**src/hw/rtl/dsv_pkg.sv**
```systemverilog
// Package: shared constants and types for the DSA signature verifier.
package dsv_pkg;

    localparam int unsigned ModWidth = 32;
    localparam int unsigned DigestWidth = 64;
    localparam int unsigned CfgIdxWidth = 2;

    localparam logic [31:0] ResetPrime = 32'd23;
    localparam logic [31:0] ResetOrder = 32'd11;
    localparam logic [31:0] ResetGen = 32'd2;

    typedef enum logic [1:0] {
        CFG_PRIME = 2'd0,
        CFG_ORDER = 2'd1,
        CFG_GEN   = 2'd2
    } t_cfg_idx;

    typedef enum logic [1:0] {
        ST_VALID  = 2'd0,
        ST_RANGE  = 2'd1,
        ST_MISMATCH = 2'd2
    } t_status;

    // which exponentiation the shared loop is running
    typedef enum logic [1:0] {
        PW_INV = 2'd0,
        PW_GEN = 2'd1,
        PW_KEY = 2'd2
    } t_pow_sel;

    typedef enum logic [3:0] {
        S_IDLE,
        S_HRED,
        S_LOOP_CHK,
        S_LOOP_MUL,
        S_LOOP_SQR,
        S_U1,
        S_U2,
        S_GRED,
        S_YRED,
        S_VMUL,
        S_VRED,
        S_DONE
    } t_state;

endpackage

```
**src/hw/rtl/dsv_if.sv**
```systemverilog
// Interfaces: request and result channels.
interface dsv_req_if;
    logic        valid;
    logic        ready;
    logic [31:0] public_key;
    logic [63:0] message_digest;
    logic [31:0] sig_r;
    logic [31:0] sig_s;
    modport source (output valid, public_key, message_digest, sig_r, sig_s, input ready);
    modport sink (input valid, public_key, message_digest, sig_r, sig_s, output ready);
endinterface

interface dsv_rsp_if;
    logic       valid;
    logic       ready;
    logic       accepted;
    logic [1:0] status;
    modport source (output valid, accepted, status, input ready);
    modport sink (input valid, accepted, status, output ready);
endinterface

```
**src/hw/rtl/dsv_modred.sv**
```systemverilog
// Shared unit: bit-serial reduction of a 64-bit value by a variable modulus.
module dsv_modred #(
    parameter int unsigned MOD_WIDTH = 32
) (
    input  logic                 i_clk,
    input  logic                 i_rst_n,
    input  logic                 i_start,
    input  logic [63:0]          i_value,
    input  logic [MOD_WIDTH-1:0] i_mod,
    output logic                 o_done,
    output logic [MOD_WIDTH-1:0] o_result
);
    import dsv_pkg::*;

    logic [63:0]        r_val;
    logic [MOD_WIDTH:0] r_rem;
    logic [6:0]         r_cnt;
    logic               r_busy;
    logic               r_done;
    logic [MOD_WIDTH+1:0] w_sh;
    logic [MOD_WIDTH+1:0] w_diff;

    assign w_sh = {r_rem, r_val[63]};
    assign w_diff = w_sh - {2'b00, i_mod};

    always_ff @(posedge i_clk) begin
        if (!i_rst_n) begin
            r_busy <= 1'b0;
            r_done <= 1'b0;
            r_cnt  <= '0;
        end else begin
            r_done <= 1'b0;
            if (i_start) begin
                r_busy <= 1'b1;
                r_cnt  <= 7'd0;
                r_val  <= i_value;
                r_rem  <= '0;
            end else if (r_busy) begin
                r_val <= {r_val[62:0], 1'b0};
                if (w_sh >= {2'b00, i_mod}) begin
                    r_rem <= w_diff[MOD_WIDTH:0];
                end else begin
                    r_rem <= w_sh[MOD_WIDTH:0];
                end
                r_cnt <= r_cnt + 7'd1;
                if (r_cnt == 7'd63) begin
                    r_busy <= 1'b0;
                    r_done <= 1'b1;
                end
            end
        end
    end

    assign o_done = r_done;
    assign o_result = r_rem[MOD_WIDTH-1:0];

`ifndef SYNTHESIS
    a_done_after_busy: assert property (@(posedge i_clk) disable iff (!i_rst_n)
        r_done |-> !r_busy) else $error("done while busy");
    a_rem_below_mod: assert property (@(posedge i_clk) disable iff (!i_rst_n)
        r_done |-> (r_rem < {1'b0, i_mod})) else $error("remainder not reduced");
    a_cnt_idle: assert property (@(posedge i_clk) disable iff (!i_rst_n)
        !r_busy |=> !r_busy || $past(i_start)) else $error("spurious start");
`endif
endmodule

```
**src/hw/rtl/dsa_signature_verify_top.sv**
```systemverilog
// Top level: DSA signature verifier with one shared modular reduction unit.
//
// Usage: write p, q, g through the configuration port (index 0, 1, 2) while
// idle. A request transaction carries public_key, message_digest, sig_r and
// sig_s; one result transaction per request returns accepted and status.
// Every modular product is formed by one multiply into an operand register
// and then reduced by the bit-serial reduction unit, which loads the
// operand, runs 64 shift-subtract steps and then hands back the remainder.
// Exponent loop: one check per exponent bit, a multiply step when the
// bit is set and a square step unless it is the last bit.
// A range reject or a zero modulus goes from idle straight to the done
// state without using the reduction unit. A full verify is paced by the
// reduction unit; small exponents finish earlier.
// Throughput: one request at a time; request ready is high only in idle.
// The result waits in an output register until taken; the next request may
// be accepted and worked on meanwhile, and its finish waits for that
// register if the receiver is still stalled.
// Reset (synchronous, active low) restores p=23, q=11, g=2 and aborts any
// request in progress.
module dsa_signature_verify_top #(
    parameter int unsigned MOD_WIDTH = dsv_pkg::ModWidth
) (
    input  logic                           i_clk,
    input  logic                           i_rst_n,
    dsv_req_if.sink                        req,
    dsv_rsp_if.source                      rsp,
    input  logic                           i_cfg_we,
    input  logic [dsv_pkg::CfgIdxWidth-1:0] i_cfg_idx,
    input  logic [31:0]                    i_cfg_data
);
    import dsv_pkg::*;

    localparam int unsigned W = MOD_WIDTH;
    localparam logic [W-1:0] One = {{(W-1){1'b0}}, 1'b1};
    localparam logic [W-1:0] Two = {{(W-2){1'b0}}, 2'b10};

    t_state   r_state, n_state;
    t_pow_sel r_sel;

    logic [W-1:0]  r_p, r_q, r_g;
    logic [W-1:0]  r_y, r_r, r_s;
    logic [W-1:0]  r_hq, r_w, r_u1, r_u2, r_ga;
    logic [W-1:0]  r_acc, r_sq, r_e;
    logic [63:0]   r_mop;
    logic [W-1:0]  r_mmod;
    logic          r_go;     // start pulse for the reduction unit
    t_status       r_fstat;  // verdict waiting for the output register
    logic          r_rvalid;
    logic          r_racc;
    t_status       r_rstat;

    logic          w_done;
    logic [W-1:0]  w_res;
    logic          w_acc_req;
    logic          w_range_bad;
    logic          w_issue;
    logic          w_e_last;
    logic          w_slot_free;
    logic [W-1:0]  w_ma, w_mb;
    logic [2*W-1:0] w_prod;

    // configuration
    always_ff @(posedge i_clk) begin
        if (!i_rst_n) begin
            r_p <= ResetPrime[W-1:0];
            r_q <= ResetOrder[W-1:0];
            r_g <= ResetGen[W-1:0];
        end else if (i_cfg_we) begin
            case (t_cfg_idx'(i_cfg_idx))
                CFG_PRIME: r_p <= i_cfg_data[W-1:0];
                CFG_ORDER: r_q <= i_cfg_data[W-1:0];
                CFG_GEN:   r_g <= i_cfg_data[W-1:0];
                default: ;
            endcase
        end
    end

    dsv_modred #(.MOD_WIDTH(W)) u_red (
        .i_clk(i_clk), .i_rst_n(i_rst_n), .i_start(r_go),
        .i_value(r_mop), .i_mod(r_mmod), .o_done(w_done), .o_result(w_res)
    );

    assign req.ready = (r_state == S_IDLE);
    assign rsp.valid = r_rvalid;
    assign rsp.accepted = r_racc;
    assign rsp.status = r_rstat;

    assign w_acc_req = req.valid && req.ready;
    assign w_range_bad = (req.sig_r[W-1:0] == '0) || (req.sig_r[W-1:0] >= r_q)
                       || (req.sig_s[W-1:0] == '0) || (req.sig_s[W-1:0] >= r_q);
    assign w_e_last = (r_e[W-1:1] == '0);
    assign w_slot_free = !r_rvalid || rsp.ready;

    // every entry into a waiting state starts one reduction
    assign w_issue = (n_state != r_state) && (n_state != S_IDLE)
                   && (n_state != S_LOOP_CHK) && (n_state != S_DONE);

    // shared multiplier operands
    always_comb begin
        w_ma = r_acc;
        w_mb = r_sq;
        case (r_state)
            S_LOOP_CHK: begin
                if (r_e == '0) begin
                    w_ma = (r_sel == PW_INV) ? r_hq : r_ga;
                    w_mb = r_acc;
                end else if (!r_e[0]) begin
                    w_ma = r_sq;
                end
            end
            S_LOOP_MUL: w_ma = r_sq;
            S_U1: begin
                w_ma = r_r;
                w_mb = r_w;
            end
            default: ;
        endcase
    end

    assign w_prod = {{W{1'b0}}, w_ma} * {{W{1'b0}}, w_mb};

    always_comb begin
        n_state = r_state;
        case (r_state)
            S_IDLE: begin
                if (w_acc_req) begin
                    n_state = (w_range_bad || r_p == '0) ? S_DONE : S_HRED;
                end
            end
            S_HRED:     if (w_done) n_state = S_LOOP_CHK;
            S_LOOP_CHK: begin
                if (r_e != '0) begin
                    n_state = r_e[0] ? S_LOOP_MUL : S_LOOP_SQR;
                end else begin
                    case (r_sel)
                        PW_INV:  n_state = S_U1;
                        PW_GEN:  n_state = S_YRED;
                        default: n_state = S_VMUL;
                    endcase
                end
            end
            S_LOOP_MUL: if (w_done) n_state = w_e_last ? S_LOOP_CHK : S_LOOP_SQR;
            S_LOOP_SQR: if (w_done) n_state = S_LOOP_CHK;
            S_U1:       if (w_done) n_state = S_U2;
            S_U2:       if (w_done) n_state = S_GRED;
            S_GRED:     if (w_done) n_state = S_LOOP_CHK;
            S_YRED:     if (w_done) n_state = S_LOOP_CHK;
            S_VMUL:     if (w_done) n_state = S_VRED;
            S_VRED:     if (w_done) n_state = S_DONE;
            S_DONE:     if (w_slot_free) n_state = S_IDLE;
            default:    n_state = S_IDLE;
        endcase
    end

    always_ff @(posedge i_clk) begin
        if (!i_rst_n) begin
            r_state <= S_IDLE;
            r_go    <= 1'b0;
        end else begin
            r_state <= n_state;
            r_go    <= w_issue;
        end
    end

    // datapath
    always_ff @(posedge i_clk) begin
        if (!i_rst_n) begin
            r_sel   <= PW_INV;
            r_fstat <= ST_VALID;
        end else begin
            case (r_state)
                S_IDLE: if (w_acc_req) begin
                    r_y <= req.public_key[W-1:0];
                    r_r <= req.sig_r[W-1:0];
                    r_s <= req.sig_s[W-1:0];
                    r_mop  <= req.message_digest;
                    r_mmod <= r_q;
                    // zero modulus: v cannot be formed
                    r_fstat <= w_range_bad ? ST_RANGE : ST_MISMATCH;
                end
                S_HRED: if (w_done) begin
                    // s is below q already; set up w = s^(q-2) mod q
                    r_hq  <= w_res;
                    r_sq  <= r_s;
                    r_acc <= One;
                    r_e   <= r_q - Two;
                    r_sel <= PW_INV;
                end
                S_LOOP_CHK: begin
                    if (r_e != '0) begin
                        r_mop <= 64'(w_prod);
                    end else begin
                        case (r_sel)
                            PW_INV: begin
                                r_w   <= r_acc;
                                r_mop <= 64'(w_prod);
                            end
                            PW_GEN: begin
                                r_ga  <= r_acc;
                                r_mop <= 64'(r_y);
                            end
                            default: r_mop <= 64'(w_prod);
                        endcase
                    end
                end
                S_LOOP_MUL: if (w_done) begin
                    r_acc <= w_res;
                    // last exponent bit: the final square is not needed
                    if (w_e_last) r_e <= '0;
                    else r_mop <= 64'(w_prod);
                end
                S_LOOP_SQR: if (w_done) begin
                    r_sq <= w_res;
                    r_e  <= r_e >> 1;
                end
                S_U1: if (w_done) begin
                    r_u1  <= w_res;
                    r_mop <= 64'(w_prod);
                end
                S_U2: if (w_done) begin
                    r_u2   <= w_res;
                    r_mop  <= 64'(r_g);
                    r_mmod <= r_p;
                end
                S_GRED: if (w_done) begin
                    r_sq  <= w_res;
                    r_acc <= One;
                    r_e   <= r_u1;
                    r_sel <= PW_GEN;
                end
                S_YRED: if (w_done) begin
                    r_sq  <= w_res;
                    r_acc <= One;
                    r_e   <= r_u2;
                    r_sel <= PW_KEY;
                end
                S_VMUL: if (w_done) begin
                    r_mop  <= 64'(w_res);
                    r_mmod <= r_q;
                end
                S_VRED: if (w_done) begin
                    r_fstat <= (w_res == r_r) ? ST_VALID : ST_MISMATCH;
                end
                default: ;
            endcase
        end
    end

    // output register: loaded when free or being taken in the same cycle
    always_ff @(posedge i_clk) begin
        if (!i_rst_n) begin
            r_rvalid <= 1'b0;
            r_racc   <= 1'b0;
            r_rstat  <= ST_VALID;
        end else if (r_state == S_DONE && w_slot_free) begin
            r_rvalid <= 1'b1;
            r_racc   <= (r_fstat == ST_VALID);
            r_rstat  <= r_fstat;
        end else if (rsp.valid && rsp.ready) begin
            r_rvalid <= 1'b0;
        end
    end

`ifndef SYNTHESIS
    a_no_accept_busy: assert property (@(posedge i_clk) disable iff (!i_rst_n)
        r_state != S_IDLE |-> !req.ready) else $error("ready while busy");
    a_status_code: assert property (@(posedge i_clk) disable iff (!i_rst_n)
        r_rvalid |-> (r_racc == (r_rstat == ST_VALID))) else $error("status mismatch");
    a_rsp_hold: assert property (@(posedge i_clk) disable iff (!i_rst_n)
        r_rvalid && !rsp.ready |=> r_rvalid && $stable(r_racc) && $stable(r_rstat))
        else $error("result changed while stalled");
    a_done_in_wait: assert property (@(posedge i_clk) disable iff (!i_rst_n)
        w_done |-> (r_state != S_IDLE) && (r_state != S_LOOP_CHK) && (r_state != S_DONE))
        else $error("reduction done outside a wait state");
`endif
endmodule

```
**src/flat_wrapper.sv**
```systemverilog
// flat-port wrapper written by rule: the top's interface ports become plain ports
module dsa_signature_verify_top_flat import dsv_pkg::*;
#(
    parameter int unsigned MOD_WIDTH = dsv_pkg::ModWidth
)
  (i_clk, i_rst_n, i_cfg_we, i_cfg_idx, i_cfg_data, req_valid, req_public_key, req_message_digest, req_sig_r, req_sig_s, req_ready, rsp_valid, rsp_accepted, rsp_status, rsp_ready);
  dsv_req_if req_i ();
  dsv_rsp_if rsp_i ();
  input  logic i_clk;
  input  logic i_rst_n;
  input  logic i_cfg_we;
  input  logic [dsv_pkg::CfgIdxWidth-1:0] i_cfg_idx;
  input  logic [31:0] i_cfg_data;
  input wire logic [$bits(req_i.valid)-1:0] req_valid;
  input wire logic [$bits(req_i.public_key)-1:0] req_public_key;
  input wire logic [$bits(req_i.message_digest)-1:0] req_message_digest;
  input wire logic [$bits(req_i.sig_r)-1:0] req_sig_r;
  input wire logic [$bits(req_i.sig_s)-1:0] req_sig_s;
  output wire logic [$bits(req_i.ready)-1:0] req_ready;
  output wire logic [$bits(rsp_i.valid)-1:0] rsp_valid;
  output wire logic [$bits(rsp_i.accepted)-1:0] rsp_accepted;
  output wire logic [$bits(rsp_i.status)-1:0] rsp_status;
  input wire logic [$bits(rsp_i.ready)-1:0] rsp_ready;
  assign req_i.valid = req_valid;
  assign req_i.public_key = req_public_key;
  assign req_i.message_digest = req_message_digest;
  assign req_i.sig_r = req_sig_r;
  assign req_i.sig_s = req_sig_s;
  assign req_ready = req_i.ready;
  assign rsp_valid = rsp_i.valid;
  assign rsp_accepted = rsp_i.accepted;
  assign rsp_status = rsp_i.status;
  assign rsp_i.ready = rsp_ready;
  dsa_signature_verify_top #(.MOD_WIDTH(MOD_WIDTH)) u_core (.i_clk(i_clk), .i_rst_n(i_rst_n), .req(req_i), .rsp(rsp_i), .i_cfg_we(i_cfg_we), .i_cfg_idx(i_cfg_idx), .i_cfg_data(i_cfg_data));
endmodule
```
**config.mk**
```make
export PLATFORM = sky130hd
export DESIGN_NAME = dsa_signature_verify_top_flat
export DESIGN_NICKNAME = d
export VERILOG_FILES = /design/src/hw/rtl/dsv_pkg.sv /design/src/hw/rtl/dsv_if.sv /design/src/hw/rtl/dsv_modred.sv /design/src/hw/rtl/dsa_signature_verify_top.sv /design/src/flat_wrapper.sv
export SDC_FILE = /design/constraint.sdc
export NUM_CORES = 2
export LEC_CHECK = 0
export BUFFER_PORTS_ARGS = -buffer_cell sky130_fd_sc_hd__buf_4
export CORE_AREA = 2 2 356 358
export CTS_CLUSTER_SIZE = 14
export DETAILED_ROUTE_END_ITERATION = 16
export DIE_AREA = 0 0 358 360
export PLACE_DENSITY = 0.71
export RECOVER_POWER = 50
export SLEW_MARGIN = 40
export SYNTH_ARGS = -nofsm -noshare
export SYNTH_HDL_FRONTEND = slang
export SYNTH_HIERARCHICAL = 1
export SYNTH_SLANG_ARGS = --single-unit
```
**constraint.sdc**
```tcl
create_clock -name i_clk -period 8.14 [get_ports i_clk]
set_clock_uncertainty 0.05 [all_clocks]
set_input_delay 0.407 -clock i_clk [delete_from_list [all_inputs] [get_ports i_clk]]
set_output_delay 0.407 -clock i_clk [all_outputs]
set_load 0.005 [all_outputs]
```
Yosys cells after proc, flatten, opt, wreduce, memory -nomap -nowiden
Cells that the tools add are included.
W data, S select, Z words.
- bitwise operators: 3
- add/subtract/negate cells: 3
- multipliers: 1
- mux-type cells: 64
- equal/unequal tests: 33
- reduce and logical (&&, ||, !) cells: 54
- $lt $le $gt $ge: 3
- operators with widths (cell ; count):
    $mux W64 ; 10
    $mux W32 ; 16
    $pmux W64 S6 ; 1
    $pmux W32 S2 ; 3
    $pmux W32 S3 ; 2
    $pmux W32 S5 ; 1
    $logic_not A32 Y1 ; 4
    $mux W33 ; 2
    $ge A32 B32 Y1 ; 2
    $mul A32 B32 Y64 ; 1
    $mux W4 ; 10
    $pmux W4 S9 ; 1
    $ge A34 B32 Y1 ; 1
    $sub A33 B32 Y33 ; 1
    $eq A32 B32 Y1 ; 1
    $reduce_bool A32 Y1 ; 1
    $sub A32 B2 Y32 const B ; 1
    $logic_not A31 Y1 ; 1
    $ne A2 B2 Y1 const B ; 11
    $reduce_and A4 Y1 ; 5
    $eq A4 B3 Y1 const B ; 4
    $eq A4 B4 Y1 const B ; 4
    $reduce_and A8 Y1 ; 2
    $reduce_and A3 Y1 ; 5
    other kinds (32) ; 71
- output and inout port bits: 5
- logic and storage cells: 189
- bits of input ports: 199
- register bits: 663

Logic depth before layout (Yosys ltp)
- word-level depth: 12
- mapped depth: 37
- mapped depth without buffers: 32

By module
Netlist, hierarchy kept.
- by module, submodules not included (module ; area each (um^2) ; seq. area each (um^2) ; cells an instance ; instances):
    dsa_signature_verify_top ; 57928.1 ; 15635.0 ; 5840 ; 1
    dsv_modred ; 6769.0 ; 3093.0 ; 627 ; 1

Least setup slack after synthesis
No wires, ideal clock.
- kind: register to register
- start point: register u_core.r_e[10]
- end point: register u_core.r_mop[47], data pin
- setup time: 0.257 ns
- arrival time: 8.314 ns
- clock period less this slack: 8.621 ns
- setup slack: -0.481 ns
- cell stages (with the launch flop): 32
- required time: 7.833 ns
- path buffers: 4
- path through: edfxtp_1 > nor4_1 > nand4_1 > or2_1 > buf_6 > nor2_4 > nor2_2 > buf_4 > a221oi_2 > buf_2 > nor2_1 > fa_1 > fa_1 > inv_1 > fa_1 > fa_1 > inv_1 > fa_1 > fa_1 > fa_1 > fa_1 > ha_1 > buf_2 > a21oi_1 > o21bai_1 > a21o_1 > a2111oi_2 > o221ai_1 > o21ai_1 > a21oi_1 > or3_1 > a32o_1
- word-level cells in the longest chain between the ends: 7
- elaborated cells on any way between the ends: 13
- those cells by class: 1 x mul; 10 x mux; 2 x reduce/logical
- ends and longest elaborated chain (item ; line ; text):
    start, declared ; dsa_signature_verify_top.sv:43 ; logic [W-1:0] r_acc, r_sq, r_e;
    start signal, assigned ; dsa_signature_verify_top.sv:186 ; r_e <= r_q - Two;
    start signal, assigned ; dsa_signature_verify_top.sv:214 ; r_e <= r_e >> 1;
    start signal, assigned ; dsa_signature_verify_top.sv:228 ; r_e <= r_u1;
    $logic_not A32 Y1 ; dsa_signature_verify_top.sv:104 ; if (r_e == '0) begin
    $mux W32 ; dsa_signature_verify_top.sv:104 ;
    $pmux W32 S3 / $pmux W32 S2 (equally long branches) ; dsa_signature_verify_top.sv:102 ; case (r_state)
    $mul A32 B32 Y64 ; dsa_signature_verify_top.sv:120 ; assign w_prod = {{W{1'b0}}, w_ma} * {{W{1'b0}}, w_mb};
    $mux W64, on equally long branches ; dsa_signature_verify_top.sv:209, dsa_signature_verify_top.sv:193 ;
    $mux W64, on equally long branches ; dsa_signature_verify_top.sv:206, dsa_signature_verify_top.sv:190 ;
    $pmux W64 S6 (*) ; dsa_signature_verify_top.sv:171 ; case (r_state)
    end signal, assigned ; dsa_signature_verify_top.sv:176 ; r_mop <= req.message_digest;
    end signal, assigned ; dsa_signature_verify_top.sv:210 ; else r_mop <= 64'(w_prod);
    end signal, assigned ; dsa_signature_verify_top.sv:218 ; r_mop <= 64'(w_prod);
    end, declared ; dsa_signature_verify_top.sv:44 ; logic [63:0] r_mop;
Mark *: on every way between the ends. The rest lies on a longest branch, timed or not. The select of a mux whose other input is x is not followed.
A chain may end at the register's enable or synchronous reset.

Final worst setup path
- start point: register u_core.r_e[2]
- end point: register u_core.r_mop[55], data pin
Same word-level chain as after synthesis.

==> out/summary.txt <==
Result of the run -> finished with violations
Violated checks -> negative hold slack, max-capacitance violations, max-slew violations, negative setup slack
Final-stage net count -> 8,842
Register bit count reported by yosys -> 663
Kind of launch point of the worst setup path -> flop
Post-synthesis area per instance -> 10.0 sq um
Bufs on Longest Clock Path -> 3
Final critical-path required period -> 9190 ps
End point of the most critical hold path -> u_core/r_mop[49]$_DFFE_PP_
Vias in the first global route -> 57,200
Kind of cell adding the most delay to the critical path -> adder cells
Clk_lat worst skew -> 690 ps
Setup violation total in the final timing report -> 51
Depth of the CTS H-tree -> 3
Multi-input combinational cell area -> 0.0427 sq mm
Cell count after placement -> 8,757
Worst endpoint data arrival time -> 9540 ps
Worst EP required -> 8480 ps
Standard-cell rows -> 130
Cell type with the largest total area after synthesis -> sky130_fd_sc_hd__fa_1
Async set-reset flop share out of synthesis -> 0%
Path type of the worst min-delay path -> input port to flop
Synth warn -> 6
Netlist cell types -> 113
EDFF count, synth -> 545
Transition at the pin with the smallest max-transition slack -> 4340 ps
Met2 wire length -> 109,000 microns
Final non-filler cell total -> 9,109
Mapped Nets -> 7,924
Commonest cells after routing, fill and taps aside -> sky130_fd_sc_hd__inv_1, sky130_fd_sc_hd__nand2_1, sky130_fd_sc_hd__fa_1
Routed wirelength normalized by instance count -> 27.2 microns
Maximum number of pins on one net before global-route repair -> 80
Synthesized netlist cell count -> 6,467
Root Driver -> sky130_fd_sc_hd__clkbuf_16
Clk slew on worst S/H paths -> 70 ps
Height of the die -> 360 microns
Top layer in use -> met5
DR vias/cell -> 6.05
Leading registers by flop count -> u_core/r_mop x64, u_core/u_red/r_val x64, u_core/u_red/r_rem x33
Number of CTS-inserted buffers -> 70
RSZ-0062 raised after global routing -> true
Share of cells above drive strength 1 -> 21.4%
Biggest fanout along the worst timing path -> 8
Worst slack on hold paths -> -6.08 ps
Met3 Routed Length -> 30,300 microns
R2R Setup Slk -> -1050 ps
Detail Route Antenna Nets -> 0
Crit path setup slack, layout -> -1050 ps
Kind of end point of the critical path -> flop
Top cells by area, synth -> sky130_fd_sc_hd__fa_1, sky130_fd_sc_hd__edfxtp_1, sky130_fd_sc_hd__ha_1, sky130_fd_sc_hd__inv_1, sky130_fd_sc_hd__nand2_1
Signed area change from the synthesized netlist to the final layout -> 24.0%
Max cap viols -> 7
Buf+Inv Stages, Crit Path -> 8
Initial core utilization -> 51.8%
Highest clock rate -> 109 MHz
Library cell appearing most often on the critical path -> sky130_fd_sc_hd__fa_1
Most common cell after layout, fill and taps aside -> sky130_fd_sc_hd__inv_1
Antenna violations before repair -> 17
Fin. max-slew vios -> 281
Width of the chip -> 358 microns
Number of cells traversed by the worst hold path -> 3
Slowest stage cell on the critical path -> sky130_fd_sc_hd__fa_2
Share of the core filled with cells -> 64.2%
Cell area after technology mapping -> 0.0647 sq mm
Maximum single-stage delay on the critical path -> 620 ps
Count of vias placed by the detailed router -> 55,100
Half-perimeter wire length after placement -> 196,000 microns
Fill count -> 9,808
Area of the core -> 0.125 sq mm
Placer's final routability congestion estimate -> 1.09
Wire length of the first global-routing pass -> 366,000 microns
Detailed-routing iteration count for the pre-antenna-repair pass -> 13
Pre-CTS setup slack -> -1360 ps
Area taken by flip-flops and latches -> 0.0187 sq mm
Metal1 wirelength -> 86,500 microns
Main flop type after synthesis -> sky130_fd_sc_hd__edfxtp_1
Launch instance of the worst min-delay path -> req_message_digest[49]
Clock sink total -> 663
Reg-to-reg endpoint -> u_core/r_mop[55]$_DFFE_PP_
Iteration-0 DRC count of the detailed router -> 7,528
Die Outline Area -> 0.129 sq mm
Number of hold violations in the final report -> 1
Number of remaining DRC errors -> 0
Number of input and output port buffers inserted -> 203
Overflow left after global routing -> 0
Sequential fraction of the synthesis area -> 28.9%
Fraction of post-synthesis cell area in the top cell type by area -> 27.8%
Post-route fraction of the period consumed by the critical path -> 113%
Slew HR -> -189%
Total I/O pin count -> 204
Routed wire length -> 248,000 microns
Overall routing resource usage -> 38.9%
TritonCTS clock tree -> built
Critical path start-end classification -> flop to flop
FF-to-FF Start -> u_core/r_e[2]$_DFFE_PP_
FF-to-FF path depth -> 33
-- area by class of cell --
type,count,share of cell area [%]
repair buffers,1233,13.5
inverters,950,4.45
multi-input cells,4467,53.2
clock buffers,90,2.46
well taps,1650,2.57
clock inverters,38,0.433
diodes,18,0.0561
flip-flops and latches,663,23.3
-- stage by stage --
step	cell area [sq um]	TNS, ps
6_report	80200	-38050
5_1_grt	80200	-50970
4_1_cts	79700	-33300
3_5_place_dp	74600	-55160
3_3_place_gp	74500	-51150
2_1_floorplan	65300	-2680
-- synth_stat cells, drive strengths merged (84+ instances only) --
cell	number
nand2	885
and2	84
mux2	96
o21ai	167
clkbuf	138
fa	897
dfxtp	118
xnor2	90
nor2	723
edfxtp	545
a21boi	93
ha	361
a222oi	95
inv	950
buf	249
a21oi	254
-- worst max-delay path by stage --
stage,to,slack (ps),cells after the start,start
5_1_grt,u_core/r_mop[55]$_DFFE_PP_,-1300,35,u_core/r_e[2]$_DFFE_PP_
6_report,u_core/r_mop[55]$_DFFE_PP_,-1050,33,u_core/r_e[2]$_DFFE_PP_
2_1_floorplan,u_core/r_mop[47]$_DFFE_PP_,-230,31,u_core/r_e[28]$_DFFE_PP_
3_5_place_dp,u_core/r_mop[61]$_DFFE_PP_,-1360,32,u_core/r_e[16]$_DFFE_PP_
4_1_cts,u_core/r_mop[62]$_DFFE_PP_,-930,31,u_core/r_e[11]$_DFFE_PP_
3_3_place_gp,u_core/r_mop[31]$_DFFE_PP_,-1320,32,u_core/r_e[16]$_DFFE_PP_
-- worst register-to-register path, delay by kind of cell, from the launching register on --
| kind | cells | cell delay (ps) |
|---|---|---|
| flops | 1 | 430 |
| simple gates | 6 | 1090 |
| compound gates | 9 | 1770 |
| xor+xnor | 1 | 160 |
| fa+ha+maj | 9 | 4210 |
| buf+inv | 8 | 1190 |
-- cell families after synthesis --
group,count (synthesis),share of synthesized area (%)
xor+xnor,139,1.88
compound gates,954,10.8
buf+inv,1337,8.41
fa+ha+maj,1258,34.7
flops,663,28.9
simple gates,2010,13.4
mux,106,1.83
-- layer usage --
| metal | up-vias | global-route usage [%] |
|---|---|---|
| li1 | 23100 | - |
| met1 | 27200 | 47.6 |
| met2 | 3861 | 58.7 |
| met3 | 1007 | 11.4 |
| met4 | 8 | 27.9 |
| met5 | - | 0 |
-- what timing repair did --
action,4_1_cts,5_1_grt
hold buffers,136,0
setup endpoints to repair,54,54
setup buffers,43,31
endpoints found under the hold margin,180,0
pin swaps,64,97
gates cloned,4,0
gates resized for setup,226,197
Power is left out: the tool's default activity adds up to more than one toggle a clock period on the data nets, which glitch-free logic cannot reach.
